## config.mk

```make
export PLATFORM = sky130hd
export DESIGN_NAME = krt_mem
export DESIGN_NICKNAME = d
export VERILOG_FILES = /design/src/rtl/krt_pkg.sv /design/src/rtl/krt_mem.sv
export SDC_FILE = /design/constraint.sdc
export NUM_CORES = 2
export LEC_CHECK = 0
export BUFFER_PORTS_ARGS = -buffer_cell sky130_fd_sc_hd__buf_4
export CORE_AREA = 2 2 632 634
export DETAILED_ROUTE_END_ITERATION = 16
export DIE_AREA = 0 0 634 636
export PLACE_DENSITY_LB_ADDON = 0.15
export SLEW_MARGIN = 20
export SYNTH_ARGS = -nofsm -noshare
export SYNTH_HDL_FRONTEND = slang
export SYNTH_SLANG_ARGS = --single-unit
export TNS_END_PERCENT = 1
```

## constraint.sdc

```tcl
create_clock -name clk_i -period 19.5 [get_ports clk_i]
set_input_delay 0 -clock clk_i [delete_from_list [all_inputs] [get_ports clk_i]]
set_output_delay 0 -clock clk_i [all_outputs]
set_load 0.03 [all_outputs]
```

## src/rtl/krt_pkg.sv

```systemverilog
`default_nettype none
package krt_pkg;

  localparam int ENTRIES = 16;
  localparam int IDX_W   = $clog2(ENTRIES);
  localparam int CNT_W   = $clog2(ENTRIES + 1);

  typedef logic [30:0] key_t;

  typedef struct packed {
    key_t        key;
    logic [63:0] title;
    logic [63:0] author;
    logic [31:0] price;
  } rec_t;

  typedef struct packed {
    logic eq;
    logic gt;
  } cmp_t;

  typedef enum logic [2:0] {
    CMD_INSERT = 3'd0,
    CMD_LOOKUP = 3'd1,
    CMD_UPDATE = 3'd2,
    CMD_REMOVE = 3'd3,
    CMD_LIST   = 3'd4
  } cmd_e;

  typedef enum logic [2:0] {
    ST_OK      = 3'd0,
    ST_FULL    = 3'd1,
    ST_DUP     = 3'd2,
    ST_MISSING = 3'd3,
    ST_EMPTY   = 3'd4
  } status_e;

  typedef enum logic [3:0] {
    S_IDLE,
    S_SRCH_RD,
    S_SRCH_CMP,
    S_INS_WR,
    S_SHIFT_RD,
    S_SHIFT_WR,
    S_SORT_LD,
    S_SORT_HOLD,
    S_SORT_RD,
    S_SORT_CMP,
    S_SORT_PUT,
    S_LIST_RD,
    S_LIST_CMP,
    S_LIST_END,
    S_EMIT
  } state_e;

endpackage
`default_nettype wire

```

## src/rtl/krt_mem.sv

```systemverilog
`default_nettype none
module krt_mem (
  input  wire                    clk_i,
  input  wire                    we_i,
  input  wire [krt_pkg::IDX_W-1:0] waddr_i,
  input  krt_pkg::rec_t          wdata_i,
  input  wire [krt_pkg::IDX_W-1:0] raddr_i,
  output krt_pkg::rec_t          rdata_o
);
  import krt_pkg::*;

  rec_t mem_q [ENTRIES];
  rec_t rdata_q;

  always_ff @(posedge clk_i) begin
    if (we_i) begin
      mem_q[waddr_i] <= wdata_i;
    end
    rdata_q <= mem_q[raddr_i];
  end

  assign rdata_o = rdata_q;

endmodule
`default_nettype wire

```

==> run metrics <==
Final Skew=around 0.036 ns; RSZ-0062 raised after global routing=no; logic gate share of total power=5.7%; initial antenna violation count=71; crit-path max FO=100; DR vias=approximately 56000; routability cong.=~0.69; vias per cell=~4.9; most frequent cells in the layout=edfxtp_1, mux4_2, buf_4; Net Sw Power=roughly 3.5 mW; peak supply drop=about 0.000068 V; worst min-delay path category=input port to register; Mapped Nets=slightly above 5000; LEAKAGE=~46 nW; max cap viols=0; storage element area=between 90000 and 100000 um2; Final nets=6211; share of layout cells above drive strength 1=~30%; post-route setup TNS=0 ns; Synth Area in Adders=0%; Synth cell types=25; internal power=between 10 and 15 mW; commonest register cell after synthesis=edfxtp_1; die width=634 um; total CTS buffers=between 300 and 400; Layout area overhead=21.64%; Non-Filler Instances=between 10000 and 15000; dpl cells=about 11000; Ports=392; clock sink count=3247; Tot Pwr=roughly 16 mW; Core ar.=slightly below 400000 um2; Die Y=approximately 640 um; syn avg cell area=23.79 um2; vias in the first global route=60030; compound-cell area share of the yosys netlist=roughly 2.6%; die area=between 400000 and 500000 um2; required time of the critical path=20.30 ns; Routed Antenna Nets=0; post-synthesis sequential area ratio=between 80% and 90%; Simple-Gate Fraction of Synth Area=less than 1%; Routed WL=about 330000 um; setup violators final=0; Overall Global Routing Usage=around 16%; Resized Gates After CTS=0; Detailed Place HPWL=~170000 um; main combinational cell family by area after synthesis=multiplexers; Yosys reg bits=~3200; Core Rows=between 200 and 250; arrival time of the worst setup path=around 5.3 ns; Crit. End Element=register; placed cell area=roughly 130000 um2; post-CTS setup buffers=0; most common cell after layout, fill and taps aside=edfxtp_1; Synth Area in XOR/XNOR=0%; top achievable clock speed=~0.22 GHz; input/output buffers=391; switching share of power=around 22%; Final Cycle Share=between 20% and 30%; routed len/inst=28.62 um; Clock transition at path regs=~0.06 ns; largest net degree at the start of global routing=approximately 120; 1st-iter DRT viols=about 4900; first-pass GRT wire length=around 470000 um; Post-Syn Area=118500 um2; status=finished clean; Final Cell Area=between 100000 and 150000 um2; Period minus WS final=4.463 ns; mux contribution to synthesized area=~15%; cells after synthesis=4983; Setup WS post-layout=around 15 ns; Setup crit start kind=input port; slew margin rel.=between 20 and 30%; Clock Latency Late Sink=between 0.9 and 1 ns; DR pass1 iterations=5; Final Hold Vio Count=0; Clk network pwr share=between 40% and 50%; CTS tree=yes; setup slack at placement=14.36 ns; multi-input combinational cell area=between 20000 and 25000 um2; GR Overflow Total=0; DRC=0; H-Tree Depth=5; WS Path Type=input port to register; sequential share of power=roughly 50%; CTS hold repair buffers=slightly below 400; filler cell count in the final layout=between 30000 and 40000; Post-synth EDFFs=just over 3000; Synth Warn #=0; Clk Tree Root Cell=clkbuf_16; Final Max Slew Viols=0; Hold Worst Slack=0.06072 ns; worst slew pin tran=between 1 and 1.5 ns; P per Cell Area=109.0 nW/um2; Starting Density=roughly 30%; ys async rst share=0%; fin util=36.31%; clk buf depth=4
-- routing by layer --
layer | vias up | part of all wire (%) | GRT usage (%)
met2 | 1414 | 48 | 26.24
met4 | 40 | 2.1 | 3.521
met1 | 31000 | 45 | 22.76
met3 | 487 | 5.0 | 2.912
met5 | - | 0.069 | 0
li1 | 23450 | - | -
-- cell usage after synthesis, types with 2 or more instances --
cell type,count,share of area [%]
o22a_1,7,0.052
nand2b_1,23,0.12
nand3b_1,2,0.013
o21ai_0,22,0.093
buf_1,29,0.092
buf_4,15,0.095
mux2_2,89,0.85
nor2b_1,35,0.18
nand2_1,145,0.46
a221oi_1,19,0.14
clkbuf_1,121,0.38
dfxtp_1,191,3.2
nor3_1,4,0.017
edfxtp_1,3056,77
a22oi_1,327,2.1
buf_6,37,0.35
mux2i_1,33,0.28
nor2_1,15,0.047
o221ai_1,29,0.21
buf_2,62,0.26
and2_1,3,0.016
mux4_2,716,14
-- power groups by stage --
stage / sequential (mW) / clock, mW / combinational, mW
after floorplan: 8.10 / 0 / 0.377
after global placement: 8.02 / 0 / 0.840
after detailed placement: 8.02 / 0 / 0.848
after CTS: 7.88 / 7.16 / 0.924
after global routing: 7.89 / 7.42 / 0.963
final: 7.88 / 6.94 / 0.896
-- layout make-up --
class                   count  area share [%]
multi-input cells        1472           15.06
well taps                5265           4.569
clock buffers             490           7.008
diodes                     20         0.03471
repair buffers            919           5.585
flip-flops and latches   3247           66.30
clock inverters           196           1.447
-- worst paths after layout --
| path | from | to | slack (ns) | cells past startpoint |
|---|---|---|---|---|
| setup / recovery | raddr_i[0] | rdata_o[91]$_DFF_P_ | 15.04 | 9 |
| hold / removal | wdata_i[2] | mem_q[12][2]$_DFFE_PP_ | 0.06 | 2 |
| setup reg to reg | mem_q[15][79]$_DFFE_PP_ | rdata_o[79]$_DFF_P_ | 17.28 | 5 |
| hold reg to reg | mem_q[14][122]$_DFFE_PP_ | rdata_o[122]$_DFF_P_ | 0.65 | 3 |
-- registers in the layout (all words and copies together), names as in the netlist --
name	count
rdata_o	191
mem_q	3056
-- cells by family after synthesis --
kind of cell / after synthesis
muxes: 838
DFF: 3247
AOI/OAI and AO/OA: 404
and+or+nand+nor: 230
buffers and inverters: 264
-- worst max-delay path, cell delays in order --
cell           delay (ns)
dlygate4sd3_1        0.58
buf_12               0.44
buf_12               0.61
buf_4                0.66
buf_4                0.85
buf_4                0.78
mux4_2               0.60
a22oi_1              0.25
nand2_1              0.09
No activity file was read; power rests on OpenSTA's default activity.
