**src/rtl/krt_pkg.sv**
```systemverilog
`default_nettype none
package krt_pkg;

  localparam int ENTRIES = 16;
  localparam int IDX_W   = $clog2(ENTRIES);
  localparam int CNT_W   = $clog2(ENTRIES + 1);

  typedef logic [30:0] key_t;

  typedef struct packed {
    key_t        key;
    logic [63:0] title;
    logic [63:0] author;
    logic [31:0] price;
  } rec_t;

  typedef struct packed {
    logic eq;
    logic gt;
  } cmp_t;

  typedef enum logic [2:0] {
    CMD_INSERT = 3'd0,
    CMD_LOOKUP = 3'd1,
    CMD_UPDATE = 3'd2,
    CMD_REMOVE = 3'd3,
    CMD_LIST   = 3'd4
  } cmd_e;

  typedef enum logic [2:0] {
    ST_OK      = 3'd0,
    ST_FULL    = 3'd1,
    ST_DUP     = 3'd2,
    ST_MISSING = 3'd3,
    ST_EMPTY   = 3'd4
  } status_e;

  typedef enum logic [3:0] {
    S_IDLE,
    S_SRCH_RD,
    S_SRCH_CMP,
    S_INS_WR,
    S_SHIFT_RD,
    S_SHIFT_WR,
    S_SORT_LD,
    S_SORT_HOLD,
    S_SORT_RD,
    S_SORT_CMP,
    S_SORT_PUT,
    S_LIST_RD,
    S_LIST_CMP,
    S_LIST_END,
    S_EMIT
  } state_e;

endpackage
`default_nettype wire

```
**src/rtl/krt_cmp.sv**
```systemverilog
`default_nettype none
module krt_cmp (
  input  krt_pkg::key_t a_i,
  input  krt_pkg::key_t b_i,
  output krt_pkg::cmp_t res_o
);
  import krt_pkg::*;

  // shared key comparator: equality and a greater than b
  always_comb begin
    res_o.eq = (a_i == b_i);
    res_o.gt = (a_i > b_i);
  end

endmodule
`default_nettype wire

```
**config.mk**
```make
export PLATFORM = sky130hd
export DESIGN_NAME = krt_cmp
export DESIGN_NICKNAME = d
export VERILOG_FILES = /design/src/rtl/krt_pkg.sv /design/src/rtl/krt_cmp.sv
export SDC_FILE = /design/constraint.sdc
export NUM_CORES = 1
export LEC_CHECK = 0
export ABC_CLOCK_PERIOD_IN_PS = 1940
export BUFFER_PORTS_ARGS = -buffer_cell sky130_fd_sc_hd__buf_2
export CAP_MARGIN = 20
export CELL_PAD_IN_SITES_DETAIL_PLACEMENT = 2
export CELL_PAD_IN_SITES_GLOBAL_PLACEMENT = 2
export CORE_ASPECT_RATIO = 1.25
export CORE_UTILIZATION = 18
export DETAILED_ROUTE_END_ITERATION = 10
export PLACE_DENSITY = 0.82
export SLEW_MARGIN = 20
export SYNTH_ARGS = -nofsm -noshare
export SYNTH_HDL_FRONTEND = slang
export SYNTH_SLANG_ARGS = --single-unit
export TNS_END_PERCENT = 100
```
**constraint.sdc**
```tcl
create_clock -name vclk -period 1.94
set_input_delay 0.485 -clock vclk [all_inputs]
set_output_delay 0.485 -clock vclk [all_outputs]
set_load 0.02 [all_outputs]
```
==> flow_metrics.env, run 1 <==
export IMPL_synthSimpleGateAreaFrac_pct=15.0
export IMPL_slew_viol_final=0
export IMPL_swShare_pct=42.8
export IMPL_finalWorstPathRequiredPeriod_ns=2.44
export IMPL_placementRows=26
export IMPL_max_cap_violations=0
export IMPL_drt_wl_total_um=3000
export IMPL_fin_area_mm2=0.00161
export IMPL_drive_gt1_share_pct=62.3
export IMPL_status="complete, but fails checks"
export IMPL_avgSynthCellArea_um2=7.31
export IMPL_hold_violations=0
export IMPL_dieHeight_um=75.7
export IMPL_setup_ws_ns=-0.504
export IMPL_fillerInstances=486
export IMPL_layout_area_seq_um2=0
export IMPL_yosysWarnings=0
export IMPL_failed_checks="negative setup slack"
export IMPL_p_leak_nw=0.828
export IMPL_fin_setup_tns_ns=-0.829
export IMPL_synth_fa_ha_area_share_pct=49.6
export IMPL_synth_top_area_cell="ha_1"
export IMPL_internal_power_w=0.000173
export IMPL_seq_cells=0
export IMPL_max_freq_ghz=0.409
export IMPL_vias=1050
export IMPL_dp_hpwl_um=2560
export IMPL_final_cells=239
export IMPL_antenna_cells=0
export IMPL_synth_top_family_by_area="adder cells"
export IMPL_synth_area_um2=782
export IMPL_synth_compound_area_share_pct=20.5
export IMPL_whs_endpoint="res_o[0]"
export IMPL_synth_common_cells="ha_1 (31), inv_1 (31), a21oi_1 (10)"
export IMPL_power_density_mw_per_mm2=188
export IMPL_setup_viol=2
export IMPL_die_w_um=61.0
export IMPL_clkPwrFrac_pct=0
export IMPL_grt_pass1_wl_um=4500
export IMPL_crit_required_ns=1.45
export IMPL_overflow=0
export IMPL_rsz0062_at_grt="yes"
export IMPL_finalNetCount=278
export IMPL_drc=0
export IMPL_clkbuf_count=0
export IMPL_worst_pin_slew_ns=0.325
export IMPL_ant_nets=0
export IMPL_netlist_area_leader_share_pct=49.6
export IMPL_irDropWorstVdd_mv=0.0548
export IMPL_critPathCaptureType="output port"
export IMPL_pwr_share_seq_pct=0
export IMPL_grt_pass1_vias=1180
export IMPL_track_usage_pct=12.6
export IMPL_multi_input_area_um2=882
export IMPL_num_io_pins=64
export IMPL_drt_iter0_markers=9
export IMPL_dr_pass1_iters=2
export IMPL_final_core_util_pct=39.0
export IMPL_place_gp_congestion=0.671
export IMPL_startpoint_type="input pin"
export IMPL_synthXorXnorAreaFrac_pct=0
export IMPL_p_switching_w=0.000129
export IMPL_wl_per_cell_um=12.5
export IMPL_timing_final_crit_share_pct=126
export IMPL_crit_type="in2out"
export IMPL_portBuffers=64
export IMPL_syn2layout_area_growth_pct=106
export IMPL_cp_max_fo=3
export IMPL_antenna_found_initial=0
export IMPL_worstHoldStart="a_i[30]"
export IMPL_core_area_mm2=0.00413
export IMPL_yosysUniqueCellTypes=20
export IMPL_dp_cells=233
export IMPL_hold_buffers=0
export IMPL_grt_max_degree=4
export IMPL_place_area_mm2=0.00134
export IMPL_combPwrFrac_pct=100.0
export IMPL_ys_seq_area_share_pct=0
export IMPL_viasPerCell=4.39
export IMPL_worstPathArrival_ns=1.96
export IMPL_holdPathStages=5
export IMPL_synth_mux_area_share_pct=0
export IMPL_dieArea_mm2=0.00461
export IMPL_synthTopCellsByArea="ha_1 (50%), inv_1 (15%), a21oi_1 (6.4%)"
export IMPL_hold_path_class="in2out"
export IMPL_start_util_pct=18.9
export IMPL_maxSlewHeadroom_pct=78.2
export IMPL_syn_inst=107
export IMPL_synth_net_count=200
==> area by class of cell <==
cell class / instances / area share, %
Inverter: 31 / 7.84
Timing Repair Buffer: 76 / 33.1
Multi-Input combinational cell: 76 / 54.7
Tap cell: 56 / 4.35
==> critical path, cell delays in order <==
cell and delay, ns:
buf_2 0.08, inv_1 0.04, ha_1 0.32, a21oi_2 0.13, a21oi_1 0.08, o31a_1 0.29
o41ai_2 0.24, a31oi_2 0.12, buf_2 0.18
==> power by group through the flow <==
stage	logic [W]	clock network (W)	registers [W]
2_1_floorplan	0.000128	0	0
3_3_place_gp	0.000232	0	0
3_5_place_dp	0.000244	0	0
4_1_cts	0.000284	0	0
5_1_grt	0.000340	0	0
6_report	0.000302	0	0
==> worst max path at each step <==
stage,startpoint,to,slack (ns),cells past startpoint
floorplan,b_i[2],res_o[0],-0.22,7
global placement,a_i[2],res_o[0],-0.47,8
detailed placement,b_i[2],res_o[0],-0.52,9
CTS,b_i[2],res_o[0],-0.54,9
global route,b_i[2],res_o[0],-0.62,9
finish,b_i[2],res_o[0],-0.50,9
==> metal layers <==
metal  track usage [%]  part of all wire (%)  vias up
li1                  -                     -      530
met3             0.849                   4.3        0
met5                 0                     0        -
met2              29.7                    63       33
met4                 0                     0        0
met1              11.7                    33      487
==> cells by family after synthesis <==
family,Yosys count
adders and majority gates,31
and+or+nand+nor,22
AOI/OAI and AO/OA,23
buffers and inverters,31
==> cell usage in the layout (no fill, tap or decap), drive strengths merged, types with 2 or more instances in the layout <==
cell type  count
nor2           4
nand4          7
a21boi         2
a211oi         2
nand3          7
buf           76
a21oi         11
inv           31
a21o           3
ha            31
==> stage by stage <==
stage	hold WS, ns	power, W	worst slack (ns)
floorplan	1.42	0.000128	-0.221
global placement	1.56	0.000232	-0.475
detailed placement	1.59	0.000244	-0.520
CTS	1.58	0.000284	-0.539
global route	1.61	0.000340	-0.624
finish	1.57	0.000302	-0.504
==> timing repair <==
action / CTS / global route
resized for setup: 25 / 15
setup endpoints to repair: 2 / 2
setup buffers: 4 / 2
pin swaps: 11 / 7
No activity file was read; power rests on OpenSTA's default activity.
==> run 2: changes to the inputs <==
ABC_AREA = 1   (was unset)
PLACE_DENSITY = 0.8   (was 0.82)
SKIP_LAST_GASP = 1   (was unset)
==> run 2 against run 1 <==
Against the previous run: the flow still finishes with violations (negative setup slack); synthesized cell count grew 47%; worst setup slack gained 0.30 ns; count of clock-buffer cells in the layout unchanged; core utilization is 3.5 points lower; non-clock buffer count down 6; wire length increased by 7.0%; die area up 19%; critical path depth increased by 1; design area is 11% higher; final cell count rose by 21%; largest power group unchanged; highest routed layer unchanged.
==> flow_metrics.env, run 2 <==
export IMPL_portBuffers=64
export IMPL_startpoint_type="input pin"
export IMPL_viasPerCell=4.15
export IMPL_critPathBufInv=3
export IMPL_yosysMostFrequentCell="nand2_1"
export IMPL_dieHeight_um=82.7
export IMPL_yosysUniqueCellTypes=16
export IMPL_cp_top_family="simple AND/OR/NAND/NOR gates"
export IMPL_fillerInstances=595
export IMPL_syn2layout_area_growth_pct=90.8
export IMPL_status="complete, but fails checks"
export IMPL_worstPathArrival_ns=1.66
export IMPL_drt_wl_total_um=3210
export IMPL_yosysWarnings=0
export IMPL_holdPathStages=5
export IMPL_cp_endpoint="res_o[0]"
export IMPL_antenna_found_initial=0
export IMPL_die_w_um=66.6
export IMPL_drc=0
export IMPL_synth_top_area_cell="ha_1"
export IMPL_worst_pin_slew_ns=0.167
export IMPL_layout_area_seq_um2=0
export IMPL_dp_cells=287
export IMPL_p_leak_nw=0.989
export IMPL_place_gp_congestion=0.641
export IMPL_antenna_cells=0
export IMPL_power_density_mw_per_mm2=217
export IMPL_hold_buffers=0
export IMPL_placementRows=29
export IMPL_hold_ws_ns=1.59
export IMPL_dieArea_mm2=0.00551
export IMPL_synth_area_um2=938
export IMPL_max_freq_ghz=0.465
export IMPL_netlist_area_leader_share_pct=41.3
export IMPL_seq_cells=0
export IMPL_synth_net_count=250
export IMPL_rsz0062_at_grt="yes"
export IMPL_finalWorstPathRequiredPeriod_ns=2.15
export IMPL_max_cap_violations=0
export IMPL_crit_required_ns=1.45
export IMPL_overflow=0
export IMPL_fin_setup_tns_ns=-0.363
export IMPL_syn_inst=157
export IMPL_crit_path_max_incr_delay_ns=0.28
export IMPL_crit_slowest_cell="ha_4"
export IMPL_finalNetCount=322
export IMPL_num_io_pins=64
export IMPL_cp_max_fo=3
export IMPL_avgSynthCellArea_um2=5.98
export IMPL_synthTopCellsByArea="ha_1 (41%), nand2_1 (18%), inv_1 (17%)"
export IMPL_setup_viol=2
export IMPL_crit_cells=10
export IMPL_ys_seq_area_share_pct=0
export IMPL_crit_type="in2out"
export IMPL_ant_nets=0
export IMPL_dp_hpwl_um=2700
export IMPL_final_common_cell="buf_2"
export IMPL_worstSetupStartpoint="b_i[20]"
export IMPL_setup_ws_ns=-0.209
export IMPL_grt_pass1_wl_um=4630
export IMPL_crit_path_frequent_cell="nand2_2"
export IMPL_grt_pass1_vias=1230
export IMPL_cp_cell_sequence="buf_2, inv_1, ha_4, nand2_2, nor2_4, nand4_1, nor2_2, nand2_2, a21oi_4, buf_6"
export IMPL_power_w=0.000389
export IMPL_clkbuf_count=0
export IMPL_vias=1198
export IMPL_slew_viol_final=0
export IMPL_core_area_mm2=0.00504
export IMPL_grt_max_degree=4
export IMPL_drive_gt1_share_pct=56.4
export IMPL_failed_checks="negative setup slack"
export IMPL_hold_path_class="in2out"
export IMPL_dr_pass1_iters=2
export IMPL_hold_violations=0
export IMPL_irDropWorstVdd_mv=0.0603
export IMPL_maxSlewHeadroom_pct=88.9
export IMPL_start_util_pct=18.6
export IMPL_critPathCaptureType="output port"
export IMPL_wl_per_cell_um=11.1
export IMPL_final_cells=289
export IMPL_final_core_util_pct=35.5
export IMPL_final_cell_mix="buf_2 (43), nand2_1 (36), inv_1 (29), buf_6 (21), ha_1 (16)"
export IMPL_track_usage_pct=10.4
export IMPL_drt_iter0_markers=10
export IMPL_synth_common_cells="nand2_1 (46), inv_1 (42), ha_1 (31)"
export IMPL_timing_final_crit_share_pct=111
## run 2: worst min path at each step
stage	slack, ns	startpoint	endpoint
final	1.59	b_i[0]	res_o[1]
after floorplan	1.37	b_i[0]	res_o[1]
after CTS	1.62	b_i[0]	res_o[1]
after global placement	1.60	b_i[0]	res_o[1]
after global routing	1.62	b_i[0]	res_o[1]
after detailed placement	1.63	b_i[0]	res_o[1]
## run 2: final cells by class
type               instances  area (um2)  share of cell area [%]
multi-input cells        109        1030                    57.6
repair buffers            70         497                    27.7
inverters                 48         185                    10.3
well taps                 62        77.6                    4.33
## run 2: power breakdown
part	switching, W	internal [W]	total (W)	leakage [nW]
Combinational	0.000181	0.000208	0.000389	0.989
Clock	0	0	0	0
Sequential	0	0	0	0
Total	0.000181	0.000208	0.000389	0.989
## run 2: what timing repair did
action / CTS / global route
endpoints found under the hold margin: 0 / 0
gates resized for setup: 28 / 48
cloned: 0 / 0
pin swaps: 11 / 18
buffers inserted: 1 / 1
endpoints found under the setup margin: 2 / 2
## run 2: kinds of logic (layout without fill, tap and decap cells)
group / after synthesis / in the layout / share of synthesized area (%)
compound gates: 13 / 13 / 7.87
fa+ha+maj: 31 / 31 / 41.3
buf+inv: 48 / 118 / 19.2
simple gates: 65 / 65 / 31.6
## run 2: per-layer routing
layer	wire length, um	up-vias	share of wire (%)	global-route usage (%)
li1	-	619	-	-
met1	1250	542	39	11.2
met2	1840	37	57	22.6
met3	115	0	3.6	0.275
met4	0	0	0	0
met5	0	-	0	0
## run 2: metrics by stage
stage | setup WS (ns) | instance area [um2]
after floorplan | -0.0123 | 946
after global placement | -0.299 | 1370
after detailed placement | -0.333 | 1370
after CTS | -0.295 | 1540
after global routing | -0.302 | 1790
final | -0.209 | 1790
